**config.mk**
```make
export PLATFORM = sky130hd
export DESIGN_NAME = rti_queue
export DESIGN_NICKNAME = d
export VERILOG_FILES = /design/src/rtl/rti_pkg.sv /design/src/rtl/rti_queue.sv
export SDC_FILE = /design/constraint.sdc
export NUM_CORES = 1
export LEC_CHECK = 0
export BUFFER_PORTS_ARGS = -buffer_cell sky130_fd_sc_hd__buf_2
export CAP_MARGIN = 10
export CORE_ASPECT_RATIO = 1.5
export CORE_MARGIN = 2
export CORE_UTILIZATION = 29
export CTS_BUF_LIST = sky130_fd_sc_hd__clkbuf_4
export DETAILED_ROUTE_END_ITERATION = 6
export PLACE_DENSITY = 0.48
export SLEW_MARGIN = 40
export SYNTH_ARGS = -nofsm -noshare
export SYNTH_HDL_FRONTEND = slang
export SYNTH_SLANG_ARGS = --single-unit
```
**constraint.sdc**
```tcl
create_clock -name clk -period 10.5 [get_ports clk]
set_input_delay 1.05 -clock clk [delete_from_list [all_inputs] [get_ports clk]]
set_output_delay 1.05 -clock clk [all_outputs]
set_load 0.05 [all_outputs]
```
**src/rtl/rti_pkg.sv**
```systemverilog
// ----------------------------------------------------------------------------
// rti_pkg: shared types and constants for the ray / triangle intersect block
// widths of the fixed point datapath, register indexes and item structs
// ----------------------------------------------------------------------------
package rti_pkg;

  // field widths
  localparam int COORD_W       = 32;
  localparam int TAG_W         = 16;
  localparam int DIST_W        = 31;
  localparam int BARY_W        = 16;
  localparam int FRAC_BITS_DEF = 16;

  // datapath widths
  localparam int DIFF_W  = COORD_W + 1;        // vertex difference
  localparam int PROD_W  = 2 * DIFF_W;         // 2x2 minor product
  localparam int MINOR_W = PROD_W + 1;         // 2x2 minor
  localparam int LO_W    = 33;                 // low split of a minor
  localparam int HI_W    = MINOR_W - LO_W;     // high split of a minor
  localparam int PP_W    = DIFF_W + HI_W;      // partial product
  localparam int DET_W   = DIFF_W + MINOR_W + 3; // 3x3 determinant with margin

  // stream widths
  localparam int IN_W  = 9 * COORD_W + TAG_W;
  localparam int OUT_W = 80;

  // input queue
  localparam int QUEUE_DEPTH = 4;
  localparam int PTR_W       = $clog2(QUEUE_DEPTH);

  // configuration registers
  localparam int IDX_W = 3;
  localparam logic [IDX_W-1:0] REG_ORIGIN_X = 3'd0;
  localparam logic [IDX_W-1:0] REG_ORIGIN_Y = 3'd1;
  localparam logic [IDX_W-1:0] REG_ORIGIN_Z = 3'd2;
  localparam logic [IDX_W-1:0] REG_DIR_X    = 3'd3;
  localparam logic [IDX_W-1:0] REG_DIR_Y    = 3'd4;
  localparam logic [IDX_W-1:0] REG_DIR_Z    = 3'd5;
  localparam logic [COORD_W-1:0] DIR_Z_RESET = 32'h0001_0000;

  typedef struct packed {
    logic [COORD_W-1:0] ox;
    logic [COORD_W-1:0] oy;
    logic [COORD_W-1:0] oz;
    logic [COORD_W-1:0] dx;
    logic [COORD_W-1:0] dy;
    logic [COORD_W-1:0] dz;
  } ray_t;

  // edge vectors and origin offset of one triangle
  typedef struct packed {
    logic [DIFF_W-1:0] a;
    logic [DIFF_W-1:0] b;
    logic [DIFF_W-1:0] c;
    logic [DIFF_W-1:0] d;
    logic [DIFF_W-1:0] e;
    logic [DIFF_W-1:0] f;
    logic [DIFF_W-1:0] j;
    logic [DIFF_W-1:0] k;
    logic [DIFF_W-1:0] l;
    logic [TAG_W-1:0]  tag;
  } facet_t;

endpackage

```
**src/rtl/rti_queue.sv**
```systemverilog
// ----------------------------------------------------------------------------
// rti_queue: small item queue
// decouples the intake from the arithmetic pipeline
// ----------------------------------------------------------------------------
module rti_queue (
  input  logic            clk,
  input  logic            rst,
  input  logic            in_valid,
  output logic            in_ready,
  input  rti_pkg::facet_t in_item,
  output logic            out_valid,
  input  logic            out_ready,
  output rti_pkg::facet_t out_item
);
  import rti_pkg::*;

  facet_t           mem [0:QUEUE_DEPTH-1];
  logic [PTR_W-1:0] wr_ptr;
  logic [PTR_W-1:0] rd_ptr;
  logic [PTR_W:0]   count;
  logic             push;
  logic             pop;

  assign in_ready  = count != (PTR_W+1)'(QUEUE_DEPTH);
  assign out_valid = count != '0;
  assign push      = in_valid && in_ready;
  assign pop       = out_valid && out_ready;
  assign out_item  = mem[rd_ptr];

  // pointers and fill count
  always_ff @(posedge clk) begin
    if (rst) begin
      wr_ptr <= '0;
      rd_ptr <= '0;
      count  <= '0;
    end else begin
      if (push) wr_ptr <= wr_ptr + 1'b1;
      if (pop) rd_ptr <= rd_ptr + 1'b1;
      case ({push, pop})
        2'b10:   count <= count + 1'b1;
        2'b01:   count <= count - 1'b1;
        default: count <= count;
      endcase
    end
  end

  // storage
  always_ff @(posedge clk) begin
    if (push) mem[wr_ptr] <= in_item;
  end

endmodule

```
# After elaboration in Yosys (flattened, before gate mapping)
# Memory sizes are Yosys's and may differ from the RTL's. A register that Yosys moved wholly into a read port is not among the register bits.
# Index checks and enable logic that the tools add are counted.
op_classes:
  n_eq_ne: 3
  muxes: 5
  n_addsub: 4
  reduce_logical: 4
op_table:
  columns: ["op", "n"]
  rows:
  - ["$pmux W3 S2", 1]
  - ["$add A2 B1 Y2 const B", 2]
  - ["$mux W2", 2]
  - ["$add A3 B1 Y3 const B", 1]
  - ["$ne A3 B3 Y1 const B", 1]
  - ["$reduce_bool A3 Y1", 1]
  - ["$sub A3 B1 Y3 const B", 1]
  - ["$eq A2 B1 Y1 const B", 1]
  - ["$eq A2 B2 Y1 const B", 1]
  - ["$logic_and A1 B1 Y1", 2]
  - ["$mux W1", 2]
  - ["$reduce_bool A2 Y1", 1]
word_totals:
  ff_bits: 7
  in_bits: 317
  memories: 1
  ramBits: 1252
  output_inout_bits: 315
  word_cells: 20
mem_list:
  columns: ["name", "words", "width", "rd", "rd_clocked_by_memory_dff", "write_ports", "line", "source"]
  rows:
  - ["mem", 4, 313, 1, 1, 1, "rti_queue.sv:17", "facet_t mem [0:QUEUE_DEPTH-1];"]

# Depth between registers and ports, before layout
logic_depth:
  ltp_word: 4
  depth_mapped: 9
  depth_no_buf: 9

# Least setup slack after synthesis
# OpenSTA, ideal clock, no wires.
synth_path:
  path_type: "input -> register"
  from: "input in_valid"
  to: "memory mem[0][0] (netlist bit), enable pin"
  slack_ns: 1.245
  cell_stages: 2
  path_buffers: 0
  required_ns: 9.785
  setup_time_ns: 0.715
  arrival_ns: 8.540
  cell_sequence: "a21boi_1 and2_1"
synth_via:
  elab_chain_len: 3
synth_rtl:
  columns: ["item", "line", "source"]
  rows:
  - ["start, declared", "rti_queue.sv:8", "input logic in_valid,"]
  - ["$logic_and A1 B1 Y1", "rti_queue.sv:26", "assign push = in_valid && in_ready;"]
  - ["$mux W1", "rti_queue.sv:49", "if (push) mem[wr_ptr] <= in_item;"]
  - ["$mux W1 (implied by the code)", "rti_queue.sv:49", null]
  - ["end, declared", "rti_queue.sv:17", null]
# No other way between the ends.

==> results.sh <==
export IMPL_status="finished clean"
export IMPL_clkTransAtPathRegs_ns=0.07
export IMPL_rows=179
export IMPL_hold_violations=0
export IMPL_crit_family="buffers and inverters"
export IMPL_cts_tree="done"
export IMPL_hp_class="in -> reg"
export IMPL_worst_path_most_repeated_cell="buf_12"
export IMPL_p_per_area_nw_per_um2=258
export IMPL_dieArea_sq_um=162000
export IMPL_vias_per_cell=4.42
export IMPL_setup_viol=0
export IMPL_slowest_delay_ns=0.79
export IMPL_place_hpwl_mm=66.9
export IMPL_place_area_sq_um=51700
export IMPL_drc=0
export IMPL_path_max_fanout=60
export IMPL_path_buf_inv=4
export IMPL_grt_max_degree=73
export IMPL_clock_sinks=1261
export IMPL_synth_top_area_share_pct=81.7
export IMPL_cts_setup_buffers=0
export IMPL_holdWs_ns=0.318
export IMPL_grt_pass1_wl_mm=162
export IMPL_h_tree_depth=5
export IMPL_yosysWarningCount=0
export IMPL_grt_antenna_before_repair=23
export IMPL_crit_path_end_kind="output pin"
export IMPL_cts_root_buf="clkbuf_4"
export IMPL_grt_use_total_pct=13.4
export IMPL_syn_area_sq_um=46000
export IMPL_max_slew_worst_pin_slew_ns=0.806
export IMPL_r2r_slack_ns=7.19
export IMPL_r2r_start="count[1]"
export IMPL_crit_chain="buf_12 -> buf_12 -> buf_16 -> mux4_1 -> buf_2"
export IMPL_drv_slew=0
export IMPL_finalNetCount=3239
export IMPL_drt_initial_drc_count=1153
export IMPL_crit_arrival_ns=4.24
export IMPL_start_util_pct=29.1
export IMPL_yosysTopAreaCell="edfxtp_1"
export IMPL_cp_required_ns=9.45
export IMPL_fin_ws_ns=5.21
export IMPL_wl_per_cell_um=21.0
export IMPL_p_leak_uw=0.0200
export IMPL_post_place_ws_ns=6.21
export IMPL_synth_avg_cell_area_sq_um=27.3
export IMPL_core_sq_um=158000
export IMPL_final_cell_area_sq_um=58800
export IMPL_cap_violations=0
export IMPL_max_vdd_ir_drop_mv=0.146
export IMPL_numCtsBuffers=322
export IMPL_drive_gt1_share_pct=43.5
export IMPL_cts_max_path_buffers=4
export IMPL_io_buffers=631
export IMPL_fmax_mhz=189
export IMPL_skew_ns=0.0660
export IMPL_tns_ns=0
export IMPL_syn_num_nets=2010
export IMPL_yosysUniqueCellTypes=25
export IMPL_synthTopCellsByArea="edfxtp_1 82%, mux4_2 11%, mux4_1 5.0%"
export IMPL_ys_seq_area_share_pct=82.1
export IMPL_first_pass_iters=5
export IMPL_period_minus_slack_ns=5.29
export IMPL_die_y_um=492
export IMPL_wirelength_mm=109
export IMPL_crit_path_top_delay_cell="dfxtp_4"
export IMPL_cts_resized=0
export IMPL_setup_worst_path_class="reg -> out"
export IMPL_timing_final_crit_share_pct=50.4
export IMPL_grt_ovfl_total=0
export IMPL_antenna_left=0
export IMPL_die_w_um=329
export IMPL_rsz0062_at_grt="no"
export IMPL_routabilityCongestion=0.707
export IMPL_ios=632
export IMPL_hp_start="out_ready"
export IMPL_clock_latency_ns=1.19
export IMPL_final_cell_mix="1252 x edfxtp_1, 631 x buf_2, 430 x clkbuf_4, 314 x dlygate4sd3_1, 225 x mux4_2"
export IMPL_area_delta_synth_final_pct=27.9
export IMPL_ys_seq_elements=1261
export IMPL_syn_inst=1687
export IMPL_timing_slew_headroom_pct=46.2
export IMPL_grt_pass1_vias=26000
export IMPL_final_common_cell="edfxtp_1"
export IMPL_vias=23100
export IMPL_startpoint_type="flip-flop"
export IMPL_nFillCells=14700
[synth_stat cells]
cell,count
dfxtp_1,9
o21ai_0,1
o311ai_0,1
clkbuf_1,7
buf_6,28
fa_1,1
inv_1,6
mux4_1,88
a21oi_1,2
buf_8,3
mux4_2,225
xor2_1,3
nand2_1,1
or3_1,2
nor2_1,9
mux2_2,1
a21boi_1,1
buf_2,33
ha_1,5
xnor2_1,1
nand2b_1,2
and2_1,4
edfxtp_1,1252
o31a_1,1
mux2i_1,1
[worst paths after layout]
check	depth (start not counted)	to
min	4	flip-flop
max	5	out_item[170]
min reg2reg	2	flip-flop
max reg2reg	5	mem[3][113]
[sequential cells by signal (all words and copies together), names as in the netlist, named ones only]
register / count
mem: 1252
count: 3
wr_ptr: 2
rd_ptr: 2
[repair_timing]
action                                  4_1_cts  5_1_grt
endpoints found under the hold margin      1259        0
endpoints found under the setup margin        0        0
hold buffers                                314        0
[routing by layer]
metal | vias up | share of wire [%] | wire length, um | GRT usage (%)
li1 | 10100 | - | - | -
met1 | 11800 | 38 | 41300 | 14.9
met2 | 890 | 50 | 54600 | 22.4
met3 | 216 | 9.8 | 10700 | 5.73
met4 | 24 | 2.4 | 2610 | 5.66
met5 | - | 0.14 | 148 | 0
[worst reg2reg max path: cells and delay by family, from the launching register on]
kind / cells / cell delay (ns)
buffers and inverters: 2 / 1.23
and+or+nand+nor: 2 / 0.61
DFF: 1 / 0.43
AOI/OAI and AO/OA: 1 / 0.53
[final cells by class]
type                            count  area, sq um  area share (%)
Inverter                            6         22.5          0.0383
Multi-Input combinational cell    349         7660            13.0
Timing Repair Buffer              976         6800            11.6
Clock buffer                      430         3230            5.49
Sequential cell                  1261        37800            64.2
Tap cell                         2081         2600            4.42
Antenna cell                        7         17.5          0.0298
Clock inverter                    105          729            1.24
[power by group]
part           internal (uW)  switching (uW)  total (uW)
Sequential              6060             134        6200
Combinational           1460            3460        4920
Clock                   2190            1900        4090
[metrics by stage]
stage               std cells  utilization [%]  total power [uW]
floorplan                1687                -             10100
global placement         4352             32.6             11200
detailed placement       4359             32.7             11200
CTS                      5208             37.2             15500
global route             5213             37.2             15900
finish                   5215             37.2             15200
[cells by family after synthesis]
family / count (synthesis) / synth area share, %
DFF: 1261 / 82.1
muxes: 315 / 16.1
buffers and inverters: 77 / 1.25
and+or+nand+nor: 18 / 0.190
AOI/OAI and AO/OA: 6 / 0.0870
adders and majority gates: 6 / 0.180
xor gates and xnor gates: 4 / 0.0762
Power figures use the tool's default switching activity.
