### src/rtl/rti_pkg.sv
// ----------------------------------------------------------------------------
// rti_pkg: shared types and constants for the ray / triangle intersect block
// widths of the fixed point datapath, register indexes and item structs
// ----------------------------------------------------------------------------
package rti_pkg;

  // field widths
  localparam int COORD_W       = 32;
  localparam int TAG_W         = 16;
  localparam int DIST_W        = 31;
  localparam int BARY_W        = 16;
  localparam int FRAC_BITS_DEF = 16;

  // datapath widths
  localparam int DIFF_W  = COORD_W + 1;        // vertex difference
  localparam int PROD_W  = 2 * DIFF_W;         // 2x2 minor product
  localparam int MINOR_W = PROD_W + 1;         // 2x2 minor
  localparam int LO_W    = 33;                 // low split of a minor
  localparam int HI_W    = MINOR_W - LO_W;     // high split of a minor
  localparam int PP_W    = DIFF_W + HI_W;      // partial product
  localparam int DET_W   = DIFF_W + MINOR_W + 3; // 3x3 determinant with margin

  // stream widths
  localparam int IN_W  = 9 * COORD_W + TAG_W;
  localparam int OUT_W = 80;

  // input queue
  localparam int QUEUE_DEPTH = 4;
  localparam int PTR_W       = $clog2(QUEUE_DEPTH);

  // configuration registers
  localparam int IDX_W = 3;
  localparam logic [IDX_W-1:0] REG_ORIGIN_X = 3'd0;
  localparam logic [IDX_W-1:0] REG_ORIGIN_Y = 3'd1;
  localparam logic [IDX_W-1:0] REG_ORIGIN_Z = 3'd2;
  localparam logic [IDX_W-1:0] REG_DIR_X    = 3'd3;
  localparam logic [IDX_W-1:0] REG_DIR_Y    = 3'd4;
  localparam logic [IDX_W-1:0] REG_DIR_Z    = 3'd5;
  localparam logic [COORD_W-1:0] DIR_Z_RESET = 32'h0001_0000;

  typedef struct packed {
    logic [COORD_W-1:0] ox;
    logic [COORD_W-1:0] oy;
    logic [COORD_W-1:0] oz;
    logic [COORD_W-1:0] dx;
    logic [COORD_W-1:0] dy;
    logic [COORD_W-1:0] dz;
  } ray_t;

  // edge vectors and origin offset of one triangle
  typedef struct packed {
    logic [DIFF_W-1:0] a;
    logic [DIFF_W-1:0] b;
    logic [DIFF_W-1:0] c;
    logic [DIFF_W-1:0] d;
    logic [DIFF_W-1:0] e;
    logic [DIFF_W-1:0] f;
    logic [DIFF_W-1:0] j;
    logic [DIFF_W-1:0] k;
    logic [DIFF_W-1:0] l;
    logic [TAG_W-1:0]  tag;
  } facet_t;

endpackage

### src/rtl/rti_front.sv
// ----------------------------------------------------------------------------
// rti_front: triangle intake
// accepts a triangle item and registers its edge vectors and origin offset
// ----------------------------------------------------------------------------
module rti_front (
  input  logic                   clk,
  input  logic                   rst,
  input  logic                   s_tvalid,
  output logic                   s_tready,
  input  logic [rti_pkg::IN_W-1:0] s_tdata,
  input  rti_pkg::ray_t          ray,
  output logic                   facet_valid,
  input  logic                   facet_ready,
  output rti_pkg::facet_t        facet
);
  import rti_pkg::*;

  logic signed [COORD_W-1:0] v0x, v0y, v0z, v1x, v1y, v1z, v2x, v2y, v2z;

  // unpack vertices
  assign v0x = s_tdata[0*COORD_W +: COORD_W];
  assign v0y = s_tdata[1*COORD_W +: COORD_W];
  assign v0z = s_tdata[2*COORD_W +: COORD_W];
  assign v1x = s_tdata[3*COORD_W +: COORD_W];
  assign v1y = s_tdata[4*COORD_W +: COORD_W];
  assign v1z = s_tdata[5*COORD_W +: COORD_W];
  assign v2x = s_tdata[6*COORD_W +: COORD_W];
  assign v2y = s_tdata[7*COORD_W +: COORD_W];
  assign v2z = s_tdata[8*COORD_W +: COORD_W];

  assign s_tready = !facet_valid || facet_ready;

  // valid flag
  always_ff @(posedge clk) begin
    if (rst) begin
      facet_valid <= 1'b0;
    end else if (s_tready) begin
      facet_valid <= s_tvalid;
    end
  end

  // edge differences
  always_ff @(posedge clk) begin
    if (s_tready && s_tvalid) begin
      facet.a   <= DIFF_W'(v0x) - DIFF_W'(v1x);
      facet.b   <= DIFF_W'(v0y) - DIFF_W'(v1y);
      facet.c   <= DIFF_W'(v0z) - DIFF_W'(v1z);
      facet.d   <= DIFF_W'(v0x) - DIFF_W'(v2x);
      facet.e   <= DIFF_W'(v0y) - DIFF_W'(v2y);
      facet.f   <= DIFF_W'(v0z) - DIFF_W'(v2z);
      facet.j   <= DIFF_W'(v0x) - DIFF_W'($signed(ray.ox));
      facet.k   <= DIFF_W'(v0y) - DIFF_W'($signed(ray.oy));
      facet.l   <= DIFF_W'(v0z) - DIFF_W'($signed(ray.oz));
      facet.tag <= s_tdata[9*COORD_W +: TAG_W];
    end
  end

endmodule

### config.mk
export PLATFORM = sky130hd
export DESIGN_NAME = rti_front
export DESIGN_NICKNAME = d
export VERILOG_FILES = /design/src/rtl/rti_pkg.sv /design/src/rtl/rti_front.sv
export SDC_FILE = /design/constraint.sdc
export NUM_CORES = 1
export LEC_CHECK = 0
export ABC_CLOCK_PERIOD_IN_PS = 10600
export BUFFER_PORTS_ARGS = -buffer_cell sky130_fd_sc_hd__buf_2
export CORE_AREA = 2 2 320 322
export DETAILED_ROUTE_END_ITERATION = 8
export DIE_AREA = 0 0 322 324
export GPL_TIMING_DRIVEN = 1
export PLACE_DENSITY = 0.55
export SLEW_MARGIN = 20
export SYNTH_ARGS = -nofsm -noshare
export SYNTH_HDL_FRONTEND = slang
export SYNTH_SLANG_ARGS = --single-unit
### constraint.sdc
create_clock -name clk -period 10.6 [get_ports clk]
set_input_delay 0 -clock clk [delete_from_list [all_inputs] [get_ports clk]]
set_output_delay 0 -clock clk [all_outputs]
set_load 0.02 [all_outputs]
== Word-level counts from Yosys, hierarchy flattened ==
Cells that the tools add are included.
Storage, ports and cells
  bits in registers: 314
  output and inout bits: 315
  input bits: 500
Operators by class
  reduce and logical (&&, ||, !) cells: 3
  add/subtract/negate cells: 9
Operator list (count)
  $sub A32 B32 Y33: 9
  $logic_and A1 B1 Y1: 1
  $logic_not A1 Y1: 1
  $logic_or A1 B1 Y1: 1

== Depth between registers and ports, before layout ==
Gate-level depths: netlist (run 1).
  word-level depth: 3
  gate-level depth with buffers: 12
  mapped depth without buffers: 12

== Least setup slack after synthesis (run 1) ==
No wires, ideal clock.
  kind: register -> register
  start point: register facet_valid
  end point: register facet[0] (netlist name), enable pin
  setup time: 0.714 ns
  buffers on the path: 0
  arrival time: 7.747 ns
  setup slack: 2.140 ns
  cell stages (with the launch flop): 3
  path through: dfxtp_1 > nand2b_1 > and2_1
Between the ends
  longest elaborated chain between the ends: 3
Ends and longest elaborated chain
  from (decl): RTL line rti_front.sv:12  | output logic facet_valid,
  from (signal assigned): RTL line rti_front.sv:38  | facet_valid <= s_tvalid;
  $logic_not A1 Y1: RTL line rti_front.sv:31  | assign s_tready = !facet_valid || facet_ready;
  $logic_or A1 B1 Y1: RTL line rti_front.sv:31
  net s_tready: RTL line rti_front.sv:9  | output logic s_tready,
  $logic_and A1 B1 Y1: RTL line rti_front.sv:44  | if (s_tready && s_tvalid) begin
  to (decl): RTL line rti_front.sv:14  | output rti_pkg::facet_t facet
The timed path passes the listed nets, and every way through them passes these cells.
A chain may end at the register's enable or synchronous reset.

== Worst setup path after layout (run 1) ==
  start point: input ray[161] (netlist name)
  end point: register facet[103] (netlist name) (data pin)
Between the ends
  longest elaborated chain between the ends: 1
Ends and longest elaborated chain
  from (decl): RTL line rti_front.sv:11  | input rti_pkg::ray_t ray,
  $sub A32 B32 Y33: RTL line rti_front.sv:51  | facet.j <= DIFF_W'(v0x) - DIFF_W'($signed(ray.ox));
Every way passes these cells.

==> impl_results.md, run 1 <==
* Run status: finished clean
* Buffer depth of the longest clock path at 3
* Post-synth EDFFs at about 310
* I/O Pins at approximately 820
* WP data arrival at around 4300 ps
* CTS tree: built
* Max-slew violations at 0
* CP peak stage delay at 1000 ps
* Global Route Usage Sum at 0.188
* Final hold vios at 0
* Post-Syn Area at approximately 0.025 mm²
* Tightest Pin Transition at between 1000 and 1500 ps
* Final setup margin at approximately 6600 ps
* Yosys reg bits at between 300 and 400
* Element type at the critical path end: flop
* Largest net degree at the start of global routing at between 60 and 70
* Post-synth ARST share at 0
* Final setup fails at 0
* Max H-tree Level at 2
* Root buf cell: clkbuf_16
* Final setup TNS at 0 ps
* Full die area at approximately 0.10 mm²
* Vias per cell at roughly 4.7
* Synth area leader: edfxtp_1
* Syn Area/Cell at ~9.5 µm²
* Post-Syn Instances at 2607
* Crit Path Class: input pin to flop
* Initial core utilization at 0.244
* Most common library cells after synthesis: 373 x inv_1, 313 x edfxtp_1, 288 x ha_1, 238 x a21oi_1, 155 x xnor2_1
* Syn Nets at roughly 3400
* Post-Layout Cell Count at between 4000 and 5000
* Reg2Reg Setup Slack at 7700 ps
* First-pass GRT wire length at around 150 mm
* Initial antenna violation count at 36
* Crit-path slowest cell: o41ai_1
* Final #Nets at around 4400
* VDD IR max at about 0.11 mV
* DRC viols at 0
* Grt total ovfl at 0
* Worst Skew at 15.7 ps
* Pre-CTS setup slack at 6670 ps
* Area Growth Syn to Fin at 38.6%
* Wire length per cell at 20.7 µm
* Clock Pin Slew Worst Setup and Hold Paths at around 60 ps
* Routed WL at just over 100 mm
* Crit path max-delay family: compound AO/OA/AOI/OAI gates
* Vias in the first global route at roughly 23000
* PD cells at about 140 mW/mm²
* Synth top area cells: edfxtp_1 38%, ha_1 15%, inv_1 5.7%
* Placed Cells at 4602
* Critical-path maximum fanout at 4
* Max-slew headroom at 0.232
* Inserted Clock Buffers at 45
* Final instance area at 0.0342 mm²
* Clock Latency Late Sink at approximately 610 ps
* Reg2Reg Depth at 4
* Vias at around 24000
* RSZ-0062 raised after global routing: no
* Crit path required time at ~11000 ps
* WP buf/inv at 4
* Clock sink count at approximately 310
* Hold Path Class: input pin to flop
* Share of layout cells above drive strength 1 at 0.222
* Dominant synthesized flop cell: edfxtp_1
* Crit-path cells: dlygate4sd3_1 -> buf_2 -> inv_1 -> ha_1 -> nor2b_1 -> o21ai_0 -> a21oi_1 -> o41ai_1 -> a21oi_1 -> a31o_2 -> nand3_1 -> nand2_1 -> xor2_1 -> dlygate4sd3_1
* Pre-antenna DRT Iters at 7
* Most common cell in the synthesized netlist: inv_1
* Yosys cell types at approximately 80
* Nature of the critical path startpoint: input pin
* P_leak at ~16 nW
* Site Rows at 117
* Post-synthesis sequential area ratio at 0.382
* HPWL Detailed at 84.1 mm
* Resized cells post-CTS at 0
* Core Region at 0.101 mm²
* Die width at 322 µm
* Top-area cell type share of the netlist area at 0.381
* Period utilisation layout at 0.373
* Max_cap viols at 0
* Tmin final at slightly below 4000 ps
* Placer Congestion at a little under 1
* Ys Warns at 0
* DRT antenna net count at 0
* Stages on the worst setup path at 14
* Die Ht at 324 µm
* Worst Hold Depth at 4
* IO buf count at around 720
* Placed inst area at between 0.02 and 0.03 mm²
* Initial DRC count at 1400
* Total power at slightly below 0.005 W
* F_max at around 0.25 GHz
[cells by family (layout without fill, tap and decap cells)]
| family | after synthesis | count (layout) | synth area share |
|---|---|---|---|
| compound gates | 759 | 759 | 0.201 |
| simple gates | 586 | 586 | 0.115 |
| buf+inv | 412 | 1473 | 0.0628 |
| flops | 314 | 314 | 0.382 |
| fa+ha+maj | 297 | 297 | 0.153 |
| xor+xnor | 236 | 236 | 0.0838 |
| mux | 3 | 3 | 0.00122 |
| other cells | 0 | 17 | 0 |
[state kept, by name (all words and copies together) (netlist names)]
name and cells:
facet 313, facet_valid 1
[placed cells by master, fill, tap and decap left out, types with 33 or more instances in the layout]
cell type	count
clkbuf_16	45
nor3_1	41
nand2b_1	33
nand3_1	45
edfxtp_1	313
a21oi_1	238
ha_1	288
inv_1	373
o21a_1	48
nor2b_1	45
nand2_1	154
buf_2	718
o21ai_0	113
xnor2_1	155
a21o_1	134
nor2_1	149
xor2_1	81
dlygate4sd3_1	293
[area by class of cell]
cell class                 count  area [µm²]
timing repair buffer        1018        6580
inverter                     373        1400
clock inverter                30         259
tap                         1309        1640
multi-input combinational   1881       13700
antenna                       17        42.5
sequential                   314        9420
fill                       10511       66800
clock buffer                  52        1150
[stage by stage]
stage	utilization	hold WS, ps
3_3_place_gp	0.295	159
4_1_cts	0.338	0.232
5_1_grt	0.338	33.4
6_report	0.338	47.4
3_5_place_dp	0.295	165
2_1_floorplan	-	69.1
[final timing paths]
| check | endpoint | start |
|---|---|---|
| worst max-delay path | facet[103] | ray[161] |
| worst min-delay path | facet[104] | ray[182] |
| worst max register to register | facet[70] | facet_valid |
| worst min register to register | facet[9] | facet_valid |
[worst reg2reg max path, stage by stage (launching register included)]
cell and delay [ps]:
dfxtp_1 300, nand2b_1 180, and2_4 470, buf_4 610
buf_4 870
[report_power, final]
part           leakage [nW]  switching [W]  internal [W]
sequential             3.03      0.0000531       0.00160
combinational          12.5       0.000985      0.000662
clock                 0.686       0.000646      0.000875
[timing repair]
item / 4_1_cts / 5_1_grt
hold endpoints to repair: 228 / 0
hold buffers: 293 / 0
setup buffers: 0 / 0
[layer usage]
metal,routed length (µm),up-vias,GRT usage
met3,9250,161,0.0583
met1,39500,11136,0.210
met4,2840,32,0.0502
li1,-,11468,-
met5,202,-,0
met2,51300,819,0.345
No activity file was read; power rests on OpenSTA's default activity.
==> run 2, diff against run 1 <==
- ABC_CLOCK_PERIOD_IN_PS: 10600 -> 4000
- clock period: 10.6 -> 4 ns (I/O delays scaled with it)
==> impl_results.md, run 2 (synthesized netlist as in run 1, its figures left out) <==
* Largest regs: facet: 313 flops, facet_valid: 1 flops
* F_max at approximately 0.27 GHz
* Clock Pin Slew Worst Setup and Hold Paths at 60 ps (about the same)
* Die Ht at 324 µm (unchanged)
* Max_cap viols at 0 (unchanged)
* CTS tree: built
* Tightest Pin Transition at 979 ps (-158 ps)
* Vias in the first global route at 23428 (+0.35%)
* Vias at 23638 (+0.093%)
* Post-Layout Cell Count at 5013 (+0.38%)
* Initial core utilization at 0.244 (unchanged)
* Clock Latency Late Sink at 600 ps (about the same)
* Top reg by flops: facet
* Grt met2 use at 0.334 (-0.0112)
* Commonest non-fill, non-tap cell in the layout: buf_2
* GR Util met3 at 0.0598 (+0.00150)
* Met1 Use GR at 0.211 (+0.00151)
* WP data arrival at 4120 ps (-180 ps)
* Share of layout cells above drive strength 1 at 0.225 (+0.00280)
* PD cells at 377 mW/mm² (+170%)
* Max-slew violations at 0 (unchanged)
* I/O Pins at 815 (unchanged)
* Hold Slack at 38.3 ps (-9.08 ps)
* Area Growth Syn to Fin at 40.1%
* IO buf count at 718 (unchanged)
* Hold_buf cts at 303 (+3.4%)
* Root buf cell: clkbuf_16
* Period utilisation layout at 0.942
* VDD IR max at 0.254 mV (+140%)
* Max H-tree Level at 2 (unchanged)
* First-pass GRT wire length at 145 mm (-0.31%)
* Gr busiest metal: met2
* Final #Nets at 4457 (+0.61%)
* Layout filler cell count at 10417 (-0.89%)
* Die width at 322 µm (unchanged)
* Crit-path slowest cell: dlygate4sd3_1
* Inserted Clock Buffers at 44 (-2.2%)
* Final hold vios at 0 (unchanged)
* Resized cells post-CTS at 0 (unchanged)
* Crit-path cells: dlygate4sd3_1 -> buf_2 -> ha_1 -> fa_1 -> nand2b_1 -> a21oi_1 -> o21ai_0 -> a2111oi_0 -> buf_4 -> o21ai_0 -> o31ai_1 -> a21oi_1 -> xnor2_1 -> dlygate4sd3_1
* DRT antenna net count at 0 (unchanged)
* Buffer depth of the longest clock path at 3 (unchanged)
* Largest net degree at the start of global routing at 53 (-21%)
* Element type at the critical path end: flop
* Full die area at 0.104 mm² (unchanged)
* Placed Cells at 4620 (+0.39%)
* Post-CTS Setup Bufs at 0 (unchanged)
* Core Region at 0.101 mm² (unchanged)
* Hold Path Class: input pin to flop
* P_leak at 16.4 nW (+1.1%)
* Worst Skew at 20.0 ps (+4.34 ps)
* Placer Congestion at 0.924 (-4.0%)
* Grt total ovfl at 0 (unchanged)
* Number of flip-flops in the largest register at 313 (unchanged)
* Wire length per cell at 20.4 µm (-1.1%)
* Routed WL at 102 mm (-0.75%)
* CP peak stage delay at 560 ps (-440 ps)
* Clock sink count at 314 (unchanged)
* Max-slew headroom at 0.347 (+0.115)
* HPWL Detailed at 84.5 mm (+0.42%)
* Tmin final at 3770 ps
* Global Route Usage Sum at 0.188 (-0.000420)
* Initial DRC count at 1510 (+7.9%)
* Pre-antenna DRT Iters at 5 (-2)
* Site Rows at 117 (unchanged)
* Final setup fails at 0 (unchanged)
* Nature of the critical path startpoint: input pin
* Commonest non-fill, non-tap cells in the layout: 718 x buf_2, 373 x inv_1, 313 x edfxtp_1, 303 x dlygate4sd3_1, 288 x ha_1
* Crit Path Class: input pin to flop
* Initial antenna violation count at 40 (+11%)
* Vias per cell at 4.72 (-0.29%)
* Run status: finished clean
* Crit path required time at 4350 ps (-6600 ps)
* DRC viols at 0 (unchanged)
* Critical-path maximum fanout at 4 (unchanged)
run 2: cell count changes in the layout (fill, tap and decap cells not counted), sizes merged:
cell,delta
inv,-1
dlygate4sd3,+10
clkbuf,-3
buf,+18
diode,-2
clkinvlp,-1
bufinv,+5
clkinv,-7
run 2: critical path, delay by kind of cell:
family	cells	cell delay, ps
adder cells (fa/ha/maj)	2	610
buffers and inverters	4	1420
AO/OA/AOI/OAI	6	1760
XOR/XNOR	1	140
AND/OR/NAND/NOR	1	180
run 2: metal layers:
layer	share of wire	up-vias
li1	-	11517
met1	0.39	11078
met2	0.48	805
met3	0.086	200
met4	0.036	38
met5	0.0023	-
run 2: layout make-up:
type | count | area (µm²) | share of cell area
antenna | 15 | 37.5 | 0.00109
clock buffer | 49 | 1120 | 0.0324
clock inverter | 26 | 372 | 0.0108
inverter | 373 | 1400 | 0.0405
multi-input combinational | 1881 | 13700 | 0.396
sequential | 314 | 9420 | 0.273
tap | 1309 | 1640 | 0.0474
timing repair buffer | 1046 | 6860 | 0.199
run 2: final timing paths:
kind                                   start           to  slack (ps)  cells after the start
worst max-delay path                 ray[96]    facet[46]         230                     14
worst min-delay path            s_tdata[158]   facet[277]          40                      4
worst max register to register   facet_valid   facet[271]        1900                      3
worst min register to register   facet_valid  facet_valid        1170                      3
run 2: per-stage QoR:
| stage | cell area [µm²] | total power [W] | setup TNS, ps | util | worst slack [ps] |
|---|---|---|---|---|---|
| global placement | 30000 | 0.00849 | 0 | 0.297 | 495 |
| global route | 34500 | 0.0137 | -1.10 | 0.342 | -1.10 |
| CTS | 34500 | 0.0132 | 0 | 0.342 | 286 |
| detailed placement | 30000 | 0.00849 | 0 | 0.297 | 561 |
| finish | 34500 | 0.0130 | 0 | 0.342 | 231 |
| floorplan | 24700 | 0.00701 | 0 | - | 719 |
run 2: power by group:
group | switching [W] | internal, W | total [W]
combinational | 0.00263 | 0.00180 | 0.00443
sequential | 0.000130 | 0.00423 | 0.00436
clock | 0.00166 | 0.00258 | 0.00425
total | 0.00442 | 0.00861 | 0.0130
